<file path="src/mpa_pkg.sv">
// Package for the motion packet accumulator: widths, byte positions, result kinds
// and the request and result structures shared by the front, queue and back modules.
// Depends on nothing.
package mpa_pkg;

    localparam int PACKET_BYTES = 12;
    localparam int POS_W        = 4;
    localparam int PKT_W        = 8;
    localparam int CFG_W        = 8;
    localparam int BYTE_W       = 8;
    localparam int SUM_W        = 16;
    localparam int ACC_W        = 32;
    localparam int SUMV_W       = ACC_W + 1;
    localparam int QUAL_W       = 8;
    localparam int SHUT_W       = 17;
    localparam int VEL_W        = 48;
    localparam int LANES        = 4;
    localparam int LANE_W       = 2;
    localparam int TURN_SHIFT   = 14;

    localparam int CMD_DEPTH    = 4;
    localparam int CMD_PTR_W    = 2;
    localparam int OUT_DEPTH    = 4;
    localparam int OUT_PTR_W    = 2;

    localparam logic [CFG_W-1:0]        CFG_RESET    = 8'd10;
    localparam logic signed [VEL_W-1:0] FWD_COEF_Q15 = 23170;

    localparam logic CMD_LINK_BYTE = 1'b0;
    localparam logic CMD_HOST_READ = 1'b1;

    localparam logic [LANE_W-1:0] LANE_AX = 2'd0;
    localparam logic [LANE_W-1:0] LANE_AY = 2'd1;
    localparam logic [LANE_W-1:0] LANE_BX = 2'd2;
    localparam logic [LANE_W-1:0] LANE_BY = 2'd3;

    localparam logic [POS_W-1:0] POS_SYNC      = 4'd0;
    localparam logic [POS_W-1:0] POS_DELTA_LO  = 4'd2;
    localparam logic [POS_W-1:0] POS_DELTA_HI  = 4'd5;
    localparam logic [POS_W-1:0] POS_QUAL_A    = 4'd6;
    localparam logic [POS_W-1:0] POS_QUAL_B    = 4'd7;
    localparam logic [POS_W-1:0] POS_SHUT_A_HI = 4'd8;
    localparam logic [POS_W-1:0] POS_SHUT_A_LO = 4'd9;
    localparam logic [POS_W-1:0] POS_SHUT_B_HI = 4'd10;
    localparam logic [POS_W-1:0] POS_SHUT_B_LO = 4'd11;

    typedef enum logic [1:0] {
        KIND_CHUNK_OK  = 2'd0,
        KIND_CHUNK_BAD = 2'd1,
        KIND_HOST_READ = 2'd2
    } t_kind;

    typedef struct packed {
        t_kind                        kind;
        logic [LANES-1:0][SUM_W-1:0]  sums;
        logic [1:0][QUAL_W-1:0]       quality;
        logic [1:0][SHUT_W-1:0]       shutter;
    } t_cmd;

    typedef struct packed {
        t_kind                        kind;
        logic [VEL_W-1:0]             vel_forward;
        logic [VEL_W-1:0]             vel_side;
        logic [VEL_W-1:0]             vel_turn;
        logic [LANES-1:0][ACC_W-1:0]  raw;
        logic [1:0][QUAL_W-1:0]       quality;
        logic [1:0][SHUT_W-1:0]       shutter;
    } t_result;

endpackage

</file>
<file path="src/mpa_front.sv">
// Front part: parses link bytes into packets and chunks and issues one request per
// finished chunk or host read. Holds the chunk size register.
// Depends on mpa_pkg.
module mpa_front (
    input  logic                        i_clk,
    input  logic                        i_rst_n,
    input  logic                        i_push,
    input  logic                        i_cmd,
    input  logic [mpa_pkg::BYTE_W-1:0]  i_link_byte,
    input  logic                        i_cfg_wr_en,
    input  logic [mpa_pkg::CFG_W-1:0]   i_cfg_wr_data,
    input  logic                        i_q_full,
    output logic                        o_q_push,
    output mpa_pkg::t_cmd               o_q_data
);

    logic [mpa_pkg::CFG_W-1:0]                          r_chunk_packets;
    logic [mpa_pkg::POS_W-1:0]                          r_pos, n_pos;
    logic [mpa_pkg::PKT_W-1:0]                          r_pkt, n_pkt;
    logic                                               r_ok, n_ok;
    logic [mpa_pkg::LANES-1:0][mpa_pkg::SUM_W-1:0]      r_sums, n_sums;
    logic [1:0][mpa_pkg::QUAL_W-1:0]                    r_pend_q, n_pend_q;
    logic [1:0][mpa_pkg::SHUT_W-1:0]                    r_pend_s, n_pend_s;
    logic [mpa_pkg::BYTE_W-1:0]                         r_shut_hi, n_shut_hi;

    logic                                               accept;
    logic [mpa_pkg::PKT_W-1:0]                          pkt_next;
    logic [mpa_pkg::PKT_W-1:0]                          limit;
    logic [mpa_pkg::LANE_W-1:0]                         lane;
    logic [mpa_pkg::SUM_W-1:0]                          delta;
    logic [mpa_pkg::SHUT_W-1:0]                         shut_word;

    assign accept    = i_push && !i_q_full;
    assign limit     = (r_chunk_packets == '0) ? mpa_pkg::CFG_W'(1) : r_chunk_packets;
    assign pkt_next  = r_pkt + mpa_pkg::PKT_W'(1);
    assign lane      = mpa_pkg::LANE_W'(r_pos - mpa_pkg::POS_DELTA_LO);
    assign delta     = {{(mpa_pkg::SUM_W-mpa_pkg::BYTE_W){~i_link_byte[7]}},
                        ~i_link_byte[7], i_link_byte[6:0]};
    assign shut_word = {({1'b0, r_shut_hi} - 9'd1), i_link_byte};

    always_comb begin
        n_pos     = r_pos;
        n_pkt     = r_pkt;
        n_ok      = r_ok;
        n_sums    = r_sums;
        n_pend_q  = r_pend_q;
        n_pend_s  = r_pend_s;
        n_shut_hi = r_shut_hi;
        o_q_push  = 1'b0;
        o_q_data  = '0;
        if (accept) begin
            if (i_cmd == mpa_pkg::CMD_HOST_READ) begin
                o_q_push      = 1'b1;
                o_q_data.kind = mpa_pkg::KIND_HOST_READ;
            end else begin
                if (r_pos == mpa_pkg::POS_SYNC && i_link_byte != '0) begin
                    n_ok = 1'b0;
                end
                if (r_pos >= mpa_pkg::POS_DELTA_LO && r_pos <= mpa_pkg::POS_DELTA_HI) begin
                    n_sums[lane] = r_sums[lane] + delta;
                end
                if (r_pkt == '0) begin
                    case (r_pos)
                        mpa_pkg::POS_QUAL_A:    n_pend_q[0] = i_link_byte;
                        mpa_pkg::POS_QUAL_B:    n_pend_q[1] = i_link_byte;
                        mpa_pkg::POS_SHUT_A_HI: n_shut_hi   = i_link_byte;
                        mpa_pkg::POS_SHUT_B_HI: n_shut_hi   = i_link_byte;
                        mpa_pkg::POS_SHUT_A_LO: n_pend_s[0] = shut_word;
                        mpa_pkg::POS_SHUT_B_LO: n_pend_s[1] = shut_word;
                        default: ;
                    endcase
                end
                if (r_pos == mpa_pkg::POS_SHUT_B_LO) begin
                    n_pos = '0;
                    if (pkt_next == '0 || pkt_next >= limit) begin
                        o_q_push         = 1'b1;
                        o_q_data.kind    = n_ok ? mpa_pkg::KIND_CHUNK_OK
                                                : mpa_pkg::KIND_CHUNK_BAD;
                        o_q_data.sums    = n_sums;
                        o_q_data.quality = n_pend_q;
                        o_q_data.shutter = n_pend_s;
                        n_pkt            = '0;
                        n_ok             = 1'b1;
                        n_sums           = '0;
                    end else begin
                        n_pkt = pkt_next;
                    end
                end else begin
                    n_pos = r_pos + mpa_pkg::POS_W'(1);
                end
            end
        end
    end

    always_ff @(posedge i_clk) begin
        if (!i_rst_n) begin
            r_chunk_packets <= mpa_pkg::CFG_RESET;
            r_pos           <= '0;
            r_pkt           <= '0;
            r_ok            <= 1'b1;
            r_sums          <= '0;
            r_pend_q        <= '0;
            r_pend_s        <= '0;
            r_shut_hi       <= '0;
        end else begin
            if (i_cfg_wr_en) begin
                r_chunk_packets <= i_cfg_wr_data;
            end
            r_pos     <= n_pos;
            r_pkt     <= n_pkt;
            r_ok      <= n_ok;
            r_sums    <= n_sums;
            r_pend_q  <= n_pend_q;
            r_pend_s  <= n_pend_s;
            r_shut_hi <= n_shut_hi;
        end
    end

    a_pos_in_packet: assert property (@(posedge i_clk) disable iff (!i_rst_n)
        r_pos <= mpa_pkg::POS_SHUT_B_LO)
        else $error("Byte position has left the packet.");

endmodule

</file>
<file path="src/mpa_cmd_queue.sv">
// Short request queue between the front and back parts, so that each can stall
// on its own. Depends on mpa_pkg.
module mpa_cmd_queue (
    input  logic            i_clk,
    input  logic            i_rst_n,
    input  logic            i_push,
    input  mpa_pkg::t_cmd   i_data,
    input  logic            i_pop,
    output logic            o_full,
    output logic            o_empty,
    output mpa_pkg::t_cmd   o_data
);

    mpa_pkg::t_cmd                  r_mem [mpa_pkg::CMD_DEPTH];
    logic [mpa_pkg::CMD_PTR_W-1:0]  r_wr_ptr;
    logic [mpa_pkg::CMD_PTR_W-1:0]  r_rd_ptr;
    logic [mpa_pkg::CMD_PTR_W:0]    r_count;

    assign o_full  = (r_count == (mpa_pkg::CMD_PTR_W+1)'(mpa_pkg::CMD_DEPTH));
    assign o_empty = (r_count == '0);
    assign o_data  = r_mem[r_rd_ptr];

    always_ff @(posedge i_clk) begin
        if (i_push) begin
            r_mem[r_wr_ptr] <= i_data;
        end
    end

    always_ff @(posedge i_clk) begin
        if (!i_rst_n) begin
            r_wr_ptr <= '0;
            r_rd_ptr <= '0;
            r_count  <= '0;
        end else begin
            if (i_push) begin
                r_wr_ptr <= r_wr_ptr + mpa_pkg::CMD_PTR_W'(1);
            end
            if (i_pop) begin
                r_rd_ptr <= r_rd_ptr + mpa_pkg::CMD_PTR_W'(1);
            end
            case ({i_push, i_pop})
                2'b10:   r_count <= r_count + (mpa_pkg::CMD_PTR_W+1)'(1);
                2'b01:   r_count <= r_count - (mpa_pkg::CMD_PTR_W+1)'(1);
                default: r_count <= r_count;
            endcase
        end
    end

    a_no_push_full: assert property (@(posedge i_clk) disable iff (!i_rst_n)
        i_push |-> !o_full)
        else $error("Request written into a full queue.");

    a_no_pop_empty: assert property (@(posedge i_clk) disable iff (!i_rst_n)
        i_pop |-> !o_empty)
        else $error("Request taken from an empty queue.");

endmodule

</file>
<file path="src/mpa_back.sv">
// Back part: applies requests to the saturating accumulators and latches, forms
// the velocities and holds finished results in a small output queue.
// Depends on mpa_pkg.
module mpa_back (
    input  logic                i_clk,
    input  logic                i_rst_n,
    input  logic                i_cmd_empty,
    input  mpa_pkg::t_cmd       i_cmd_data,
    output logic                o_cmd_pop,
    input  logic                i_pop,
    output logic                o_empty,
    output mpa_pkg::t_result    o_head
);

    logic [mpa_pkg::LANES-1:0][mpa_pkg::ACC_W-1:0]  r_acc, n_acc;
    logic [1:0][mpa_pkg::QUAL_W-1:0]                r_qual, n_qual;
    logic [1:0][mpa_pkg::SHUT_W-1:0]                r_shut, n_shut;

    logic                                           r_a_valid;
    mpa_pkg::t_kind                                 r_a_kind, n_a_kind;
    logic [mpa_pkg::LANES-1:0][mpa_pkg::ACC_W-1:0]  r_a_raw, n_a_raw;
    logic [mpa_pkg::SUMV_W-1:0]                     r_a_sum_f, n_a_sum_f;
    logic [mpa_pkg::SUMV_W-1:0]                     r_a_sum_s, n_a_sum_s;
    logic [mpa_pkg::SUMV_W-1:0]                     r_a_sum_t, n_a_sum_t;
    logic [1:0][mpa_pkg::QUAL_W-1:0]                r_a_qual;
    logic [1:0][mpa_pkg::SHUT_W-1:0]                r_a_shut;

    mpa_pkg::t_result                               r_out_mem [mpa_pkg::OUT_DEPTH];
    logic [mpa_pkg::OUT_PTR_W-1:0]                  r_wr_ptr;
    logic [mpa_pkg::OUT_PTR_W-1:0]                  r_rd_ptr;
    logic [mpa_pkg::OUT_PTR_W:0]                    r_out_cnt;

    logic                                           take;
    logic                                           out_pop;
    logic [mpa_pkg::OUT_PTR_W+1:0]                  committed;
    logic [mpa_pkg::SUMV_W-1:0]                     ext_ax, ext_ay, ext_bx, ext_by;
    logic signed [mpa_pkg::VEL_W-1:0]               wide_f, wide_s, wide_t;
    mpa_pkg::t_result                               new_result;

    function automatic logic [mpa_pkg::ACC_W-1:0] sat_add(
        input logic [mpa_pkg::ACC_W-1:0] acc,
        input logic [mpa_pkg::SUM_W-1:0] d
    );
        logic [mpa_pkg::ACC_W:0] s;
        logic [mpa_pkg::ACC_W-1:0] res;
        s = {acc[mpa_pkg::ACC_W-1], acc}
            + {{(mpa_pkg::ACC_W+1-mpa_pkg::SUM_W){d[mpa_pkg::SUM_W-1]}}, d};
        if (s[mpa_pkg::ACC_W] != s[mpa_pkg::ACC_W-1]) begin
            res = s[mpa_pkg::ACC_W] ? {1'b1, {(mpa_pkg::ACC_W-1){1'b0}}}
                                    : {1'b0, {(mpa_pkg::ACC_W-1){1'b1}}};
        end else begin
            res = s[mpa_pkg::ACC_W-1:0];
        end
        return res;
    endfunction

    assign committed = {1'b0, r_out_cnt} + {{(mpa_pkg::OUT_PTR_W+1){1'b0}}, r_a_valid};
    assign take      = !i_cmd_empty
                       && (committed < (mpa_pkg::OUT_PTR_W+2)'(mpa_pkg::OUT_DEPTH));
    assign o_cmd_pop = take;

    assign ext_ax = {r_acc[mpa_pkg::LANE_AX][mpa_pkg::ACC_W-1], r_acc[mpa_pkg::LANE_AX]};
    assign ext_ay = {r_acc[mpa_pkg::LANE_AY][mpa_pkg::ACC_W-1], r_acc[mpa_pkg::LANE_AY]};
    assign ext_bx = {r_acc[mpa_pkg::LANE_BX][mpa_pkg::ACC_W-1], r_acc[mpa_pkg::LANE_BX]};
    assign ext_by = {r_acc[mpa_pkg::LANE_BY][mpa_pkg::ACC_W-1], r_acc[mpa_pkg::LANE_BY]};

    always_comb begin
        n_acc     = r_acc;
        n_qual    = r_qual;
        n_shut    = r_shut;
        n_a_kind  = i_cmd_data.kind;
        n_a_raw   = '0;
        n_a_sum_f = '0;
        n_a_sum_s = '0;
        n_a_sum_t = '0;
        case (i_cmd_data.kind)
            mpa_pkg::KIND_CHUNK_OK: begin
                for (int i = 0; i < mpa_pkg::LANES; i++) begin
                    n_acc[i] = sat_add(r_acc[i], i_cmd_data.sums[i]);
                end
                n_qual = i_cmd_data.quality;
                n_shut = i_cmd_data.shutter;
            end
            mpa_pkg::KIND_HOST_READ: begin
                n_a_raw   = r_acc;
                n_a_sum_f = ext_ay + ext_by;
                n_a_sum_s = ext_ay - ext_by;
                n_a_sum_t = ext_ax + ext_bx;
                n_acc     = '0;
            end
            default: ;
        endcase
    end

    always_ff @(posedge i_clk) begin
        if (!i_rst_n) begin
            r_acc     <= '0;
            r_qual    <= '0;
            r_shut    <= '0;
            r_a_valid <= 1'b0;
        end else begin
            r_a_valid <= take;
            if (take) begin
                r_acc  <= n_acc;
                r_qual <= n_qual;
                r_shut <= n_shut;
            end
        end
    end

    always_ff @(posedge i_clk) begin
        if (take) begin
            r_a_kind  <= n_a_kind;
            r_a_raw   <= n_a_raw;
            r_a_sum_f <= n_a_sum_f;
            r_a_sum_s <= n_a_sum_s;
            r_a_sum_t <= n_a_sum_t;
            r_a_qual  <= n_qual;
            r_a_shut  <= n_shut;
        end
    end

    // Velocity stage: the products are exact in the result width.
    assign wide_f = {{(mpa_pkg::VEL_W-mpa_pkg::SUMV_W){r_a_sum_f[mpa_pkg::ACC_W]}}, r_a_sum_f};
    assign wide_s = {{(mpa_pkg::VEL_W-mpa_pkg::SUMV_W){r_a_sum_s[mpa_pkg::ACC_W]}}, r_a_sum_s};
    assign wide_t = {{(mpa_pkg::VEL_W-mpa_pkg::SUMV_W){r_a_sum_t[mpa_pkg::ACC_W]}}, r_a_sum_t};

    always_comb begin
        new_result.kind        = r_a_kind;
        new_result.vel_forward = wide_f * mpa_pkg::FWD_COEF_Q15;
        new_result.vel_side    = wide_s * mpa_pkg::FWD_COEF_Q15;
        new_result.vel_turn    = wide_t <<< mpa_pkg::TURN_SHIFT;
        new_result.raw         = r_a_raw;
        new_result.quality     = r_a_qual;
        new_result.shutter     = r_a_shut;
    end

    assign out_pop = i_pop && !o_empty;
    assign o_empty = (r_out_cnt == '0);
    assign o_head  = r_out_mem[r_rd_ptr];

    always_ff @(posedge i_clk) begin
        if (r_a_valid) begin
            r_out_mem[r_wr_ptr] <= new_result;
        end
    end

    always_ff @(posedge i_clk) begin
        if (!i_rst_n) begin
            r_wr_ptr  <= '0;
            r_rd_ptr  <= '0;
            r_out_cnt <= '0;
        end else begin
            if (r_a_valid) begin
                r_wr_ptr <= r_wr_ptr + mpa_pkg::OUT_PTR_W'(1);
            end
            if (out_pop) begin
                r_rd_ptr <= r_rd_ptr + mpa_pkg::OUT_PTR_W'(1);
            end
            case ({r_a_valid, out_pop})
                2'b10:   r_out_cnt <= r_out_cnt + (mpa_pkg::OUT_PTR_W+1)'(1);
                2'b01:   r_out_cnt <= r_out_cnt - (mpa_pkg::OUT_PTR_W+1)'(1);
                default: r_out_cnt <= r_out_cnt;
            endcase
        end
    end

    a_room_for_result: assert property (@(posedge i_clk) disable iff (!i_rst_n)
        r_a_valid |-> (r_out_cnt < (mpa_pkg::OUT_PTR_W+1)'(mpa_pkg::OUT_DEPTH)))
        else $error("Result reached a full output queue.");

    a_read_clears: assert property (@(posedge i_clk) disable iff (!i_rst_n)
        (take && i_cmd_data.kind == mpa_pkg::KIND_HOST_READ) |=> (r_acc == '0))
        else $error("Host read did not clear the accumulators.");

endmodule

</file>
<file path="src/motion_packet_accumulator.sv">
// Throughput: one link byte or host read request accepted per cycle while full is low.
// Path: the byte or request that causes a result passes through the request queue,
// the accumulate stage and the velocity stage into the output queue.
// full rises when the four-entry request queue is full, as the back part waits for room.
// Reset (synchronous, active low) empties both queues, clears accumulators and latches,
// and sets the chunk size to ten packets.
module motion_packet_accumulator (
    input  logic                                i_clk,
    input  logic                                i_rst_n,
    input  logic                                push,
    output logic                                full,
    input  logic                                i_cmd,
    input  logic [mpa_pkg::BYTE_W-1:0]          i_link_byte,
    output logic                                empty,
    input  logic                                pop,
    output logic [1:0]                          o_kind,
    output logic signed [mpa_pkg::VEL_W-1:0]    o_vel_forward,
    output logic signed [mpa_pkg::VEL_W-1:0]    o_vel_side,
    output logic signed [mpa_pkg::VEL_W-1:0]    o_vel_turn,
    output logic signed [mpa_pkg::ACC_W-1:0]    o_raw_a_x,
    output logic signed [mpa_pkg::ACC_W-1:0]    o_raw_a_y,
    output logic signed [mpa_pkg::ACC_W-1:0]    o_raw_b_x,
    output logic signed [mpa_pkg::ACC_W-1:0]    o_raw_b_y,
    output logic [mpa_pkg::QUAL_W-1:0]          o_quality_a,
    output logic [mpa_pkg::QUAL_W-1:0]          o_quality_b,
    output logic signed [mpa_pkg::SHUT_W-1:0]   o_shutter_a,
    output logic signed [mpa_pkg::SHUT_W-1:0]   o_shutter_b,
    input  logic                                i_cfg_wr_en,
    input  logic [mpa_pkg::CFG_W-1:0]           i_cfg_wr_data
);

    logic               q_push;
    logic               q_pop;
    logic               q_full;
    logic               q_empty;
    mpa_pkg::t_cmd      q_wr_data;
    mpa_pkg::t_cmd      q_rd_data;
    mpa_pkg::t_result   head;

    mpa_front u_front (
        .i_clk         (i_clk),
        .i_rst_n       (i_rst_n),
        .i_push        (push),
        .i_cmd         (i_cmd),
        .i_link_byte   (i_link_byte),
        .i_cfg_wr_en   (i_cfg_wr_en),
        .i_cfg_wr_data (i_cfg_wr_data),
        .i_q_full      (q_full),
        .o_q_push      (q_push),
        .o_q_data      (q_wr_data)
    );

    mpa_cmd_queue u_cmd_queue (
        .i_clk   (i_clk),
        .i_rst_n (i_rst_n),
        .i_push  (q_push),
        .i_data  (q_wr_data),
        .i_pop   (q_pop),
        .o_full  (q_full),
        .o_empty (q_empty),
        .o_data  (q_rd_data)
    );

    mpa_back u_back (
        .i_clk       (i_clk),
        .i_rst_n     (i_rst_n),
        .i_cmd_empty (q_empty),
        .i_cmd_data  (q_rd_data),
        .o_cmd_pop   (q_pop),
        .i_pop       (pop),
        .o_empty     (empty),
        .o_head      (head)
    );

    assign full          = q_full;
    assign o_kind        = head.kind;
    assign o_vel_forward = head.vel_forward;
    assign o_vel_side    = head.vel_side;
    assign o_vel_turn    = head.vel_turn;
    assign o_raw_a_x     = head.raw[mpa_pkg::LANE_AX];
    assign o_raw_a_y     = head.raw[mpa_pkg::LANE_AY];
    assign o_raw_b_x     = head.raw[mpa_pkg::LANE_BX];
    assign o_raw_b_y     = head.raw[mpa_pkg::LANE_BY];
    assign o_quality_a   = head.quality[0];
    assign o_quality_b   = head.quality[1];
    assign o_shutter_a   = head.shutter[0];
    assign o_shutter_b   = head.shutter[1];

endmodule

</file>
<file path="config.mk">
export PLATFORM = sky130hd
export DESIGN_NAME = motion_packet_accumulator
export DESIGN_NICKNAME = d
export VERILOG_FILES = /design/src/mpa_pkg.sv /design/src/mpa_front.sv /design/src/mpa_cmd_queue.sv /design/src/mpa_back.sv /design/src/motion_packet_accumulator.sv
export SDC_FILE = /design/constraint.sdc
export NUM_CORES = 2
export LEC_CHECK = 0
export BUFFER_PORTS_ARGS = -buffer_cell sky130_fd_sc_hd__buf_2
export CORE_ASPECT_RATIO = 0.7
export CORE_MARGIN = 2
export CORE_UTILIZATION = 34
export DETAILED_ROUTE_END_ITERATION = 12
export PLACE_DENSITY = 0.61
export SLEW_MARGIN = 20
export SYNTH_ARGS = -nofsm -noshare
export SYNTH_HDL_FRONTEND = slang
export SYNTH_SLANG_ARGS = --single-unit
</file>
<file path="constraint.sdc">
create_clock -name i_clk -period 12.75 [get_ports i_clk]
set_input_delay 0 -clock i_clk [delete_from_list [all_inputs] [get_ports i_clk]]
set_output_delay 0 -clock i_clk [all_outputs]
set_load 0.03 [all_outputs]
</file>
==> metrics.md <==
| Metric | Value |
|---|---|
| Yosys top cell by area | edfxtp_1 |
| Placer Congestion | 0.885 |
| Max Clock Skew | 110 ps |
| Share of layout cells above drive strength 1 | 16.1% |
| Ys async rst share | 0% |
| Setup TNS | 0 ps |
| Worst Hold Class | input pin to flip-flop |
| Register clock-pin slew on the reported worst setup and hold paths | 70 ps |
| CTS Buf Count | 234 |
| Synth area leaders | edfxtp_1 (53%), mux4_2 (8.8%), ha_1 (8.0%) |
| Mapped Area | 112000 um2 |
| Critical Path Start Type | flip-flop |
| Area growth from synthesis to layout | 13.5% |
| Post-CTS setup buffers | 0 |
| DIE HEIGHT | 484 um |
| Critical path type | flip-flop to flip-flop |
| Largest net degree at the start of global routing | 153 |
| Final Non-Filler Cells | 12774 |
| DPL Wire Length | 192000 um |
| Nets | 9215 |
| Io pins | 348 |
| DRT iter0 DRCs | 5469 |
| Via count | 65613 |
| Initial core utilization | 34.2% |
| Synthesized flop and latch total | 2306 |
| Synth top cells by count | edfxtp_1 (1966), ha_1 (714), nor2_1 (605) |
| CP arrival | 7250 ps |
| Clock Latency Late Sink | 910 ps |
| Rows | 176 |
| Fmax | 152 MHz |
| # clock sinks | 2306 |
| Initial antenna violation count | 9 |
| First-pass DRT Iterations | 5 |
| Yosys warning count | 0 |
| Most numerous cell in the Yosys netlist | edfxtp_1 |
| Die area | 334000 um2 |
| EDFF count, synth | 1966 |
| All-Layer GR Usage | 16.4% |
| Gr ovfl total | 0 |
| CTS resizes | 0 |
| Clock tree buffer depth | 4 |
| Final hold viol count | 0 |
| Sequential fraction of the synthesis area | 58.7% |
| Antenna-violating nets left | 0 |
| DR DRC count | 0 |
| Yosys top cell area share | 52.6% |
| Placed cells | 12290 |
| Die width | 690 um |
| Area of the core | 328000 um2 |
| CTS Root Cell | clkbuf_16 |
| Cell variety after synth | 95 |
| Top FF cell, synth | edfxtp_1 |
| Crit path capture type | flip-flop |
| Final WL | 282000 um |
| Vias per cell | 5.14 |
| Port-buffer cells | 331 |
| Post-route minimum period | 6590 ps |
| Synth Instances | 7847 |
| RSZ-0062 raised after global routing | no |
| Final setup fails | 0 |
| First-pass GRT wire length | 419000 um |
| Max-cap violation count | 0 |
| Max-slew headroom | 23.0% |
| Final Slew Violations | 0 |
| # H-tree levels | 4 |
| Number of global-route vias before repair | 65181 |
| Final period util | 51.7% |
| Final Util | 38.8% |
| Synth Area per Inst | 14.3 um2 |
| Worst-Margin Slew | 1150 ps |
| Wirelength per Cell | 22.1 um |
| Critical path required time | 13410 ps |
| Cts hold-fix bufs | 47 |
| Run status | finished clean |
| Critical path fanouts, max | 6 |
| Fill count | 30235 |
| CTS tree | yes |
[cells by family after synthesis]
family / share of synthesized area (%)
adders and majority gates: 12.7
and+or+nand+nor: 6.25
xor gates and xnor gates: 2.23
muxes: 9.65
DFF: 58.7
buffers and inverters: 3.01
other: 0.00334
AOI/OAI and AO/OA: 7.43
[metal layers]
metal | track usage, % | part of all wire [%] | vias up
li1 | - | - | 29976
met1 | 24.5 | 48 | 33480
met2 | 24.1 | 43 | 1822
met3 | 3.56 | 6.9 | 333
met4 | 4.19 | 2.4 | 2
met5 | 0 | 0.0028 | -
[cell usage in the layout, fill, tap and decap left out, types with 48 or more instances in the layout]
cell	instances
edfxtp_1	1966
ha_1	711
nor2_1	604
inv_1	519
a21oi_1	477
nand2_1	446
mux4_2	438
dfxtp_1	336
buf_2	331
fa_1	266
o21ai_0	258
clkbuf_16	238
xnor2_1	181
a21o_1	142
and2_1	118
nor3_1	103
xor2_1	103
a211oi_1	73
buf_4	68
a22oi_1	60
mux2_2	51
nand2b_1	51
clkinv_2	49
nand3_1	48
o21bai_1	48
[state kept, by name (all words and copies together), names as in the netlist, 32 cells and up, named ones only]
register	cells
u_back.r_out_mem	1224
u_cmd_queue.r_mem	464
u_back.new_result	178
u_front.r_sums	64
u_back.r_shut	34
u_front.r_pend_s	34
u_back.r_a_sum_s	33
u_back.r_a_sum_t	33
u_back.ext_ax	32
u_back.ext_ay	32
u_back.ext_bx	32
u_back.ext_by	32
u_back.r_a_sum_f	32
[per-stage QoR]
step | setup WS (ps) | instance area, um2 | hold WS (ps)
CTS | 5570 | 127000 | 18.6
detailed placement | 5650 | 119000 | 247
global placement | 5840 | 119000 | 236
finish | 6160 | 127000 | 83.4
floorplan | 1890 | 112000 | 130
global route | 5690 | 127000 | 56.2
[worst paths after layout]
check / startpoint / end / slack [ps] / cells past startpoint
worst max-delay path: u_back.r_a_sum_s[7] / u_back.r_out_mem[2][258] / 6160 / 19
worst min-delay path: i_link_byte[6] / u_front.r_pend_q[14] / 80 / 4
worst max register to register: u_back.r_a_sum_s[7] / u_back.r_out_mem[2][258] / 6160 / 19
worst min register to register: u_back.r_qual[8] / u_back.r_qual[8] / 450 / 2
[final cells by class]
cell class | count | area [um2] | area share, %
Clock buffer | 284 | 6260 | 4.92
Sequential cell | 2306 | 65900 | 51.8
Clock inverter | 148 | 1710 | 1.34
Inverter | 523 | 1980 | 1.55
Multi-Input combinational cell | 4691 | 43100 | 33.9
Antenna cell | 4 | 10.0 | 0.00787
Timing Repair Buffer | 457 | 2870 | 2.25
Tap cell | 4361 | 5460 | 4.29
[critical path: stages (launching register included)]
cell       delay, ps
edfxtp_1         550
ha_1             350
inv_1             50
fa_1             500
inv_1             60
fa_1             550
fa_1             420
fa_1             440
ha_1             280
ha_1             360
a2111oi_0        560
nor3_1            90
and2_1           260
a21oi_1          370
o22ai_1          260
a31oi_1          440
o211ai_1         220
a31o_2           270
a21oi_1          160
xnor2_1          200
Power is not shown: default switching activity piles up to over one toggle a cycle in this logic, so the estimate is an artifact.
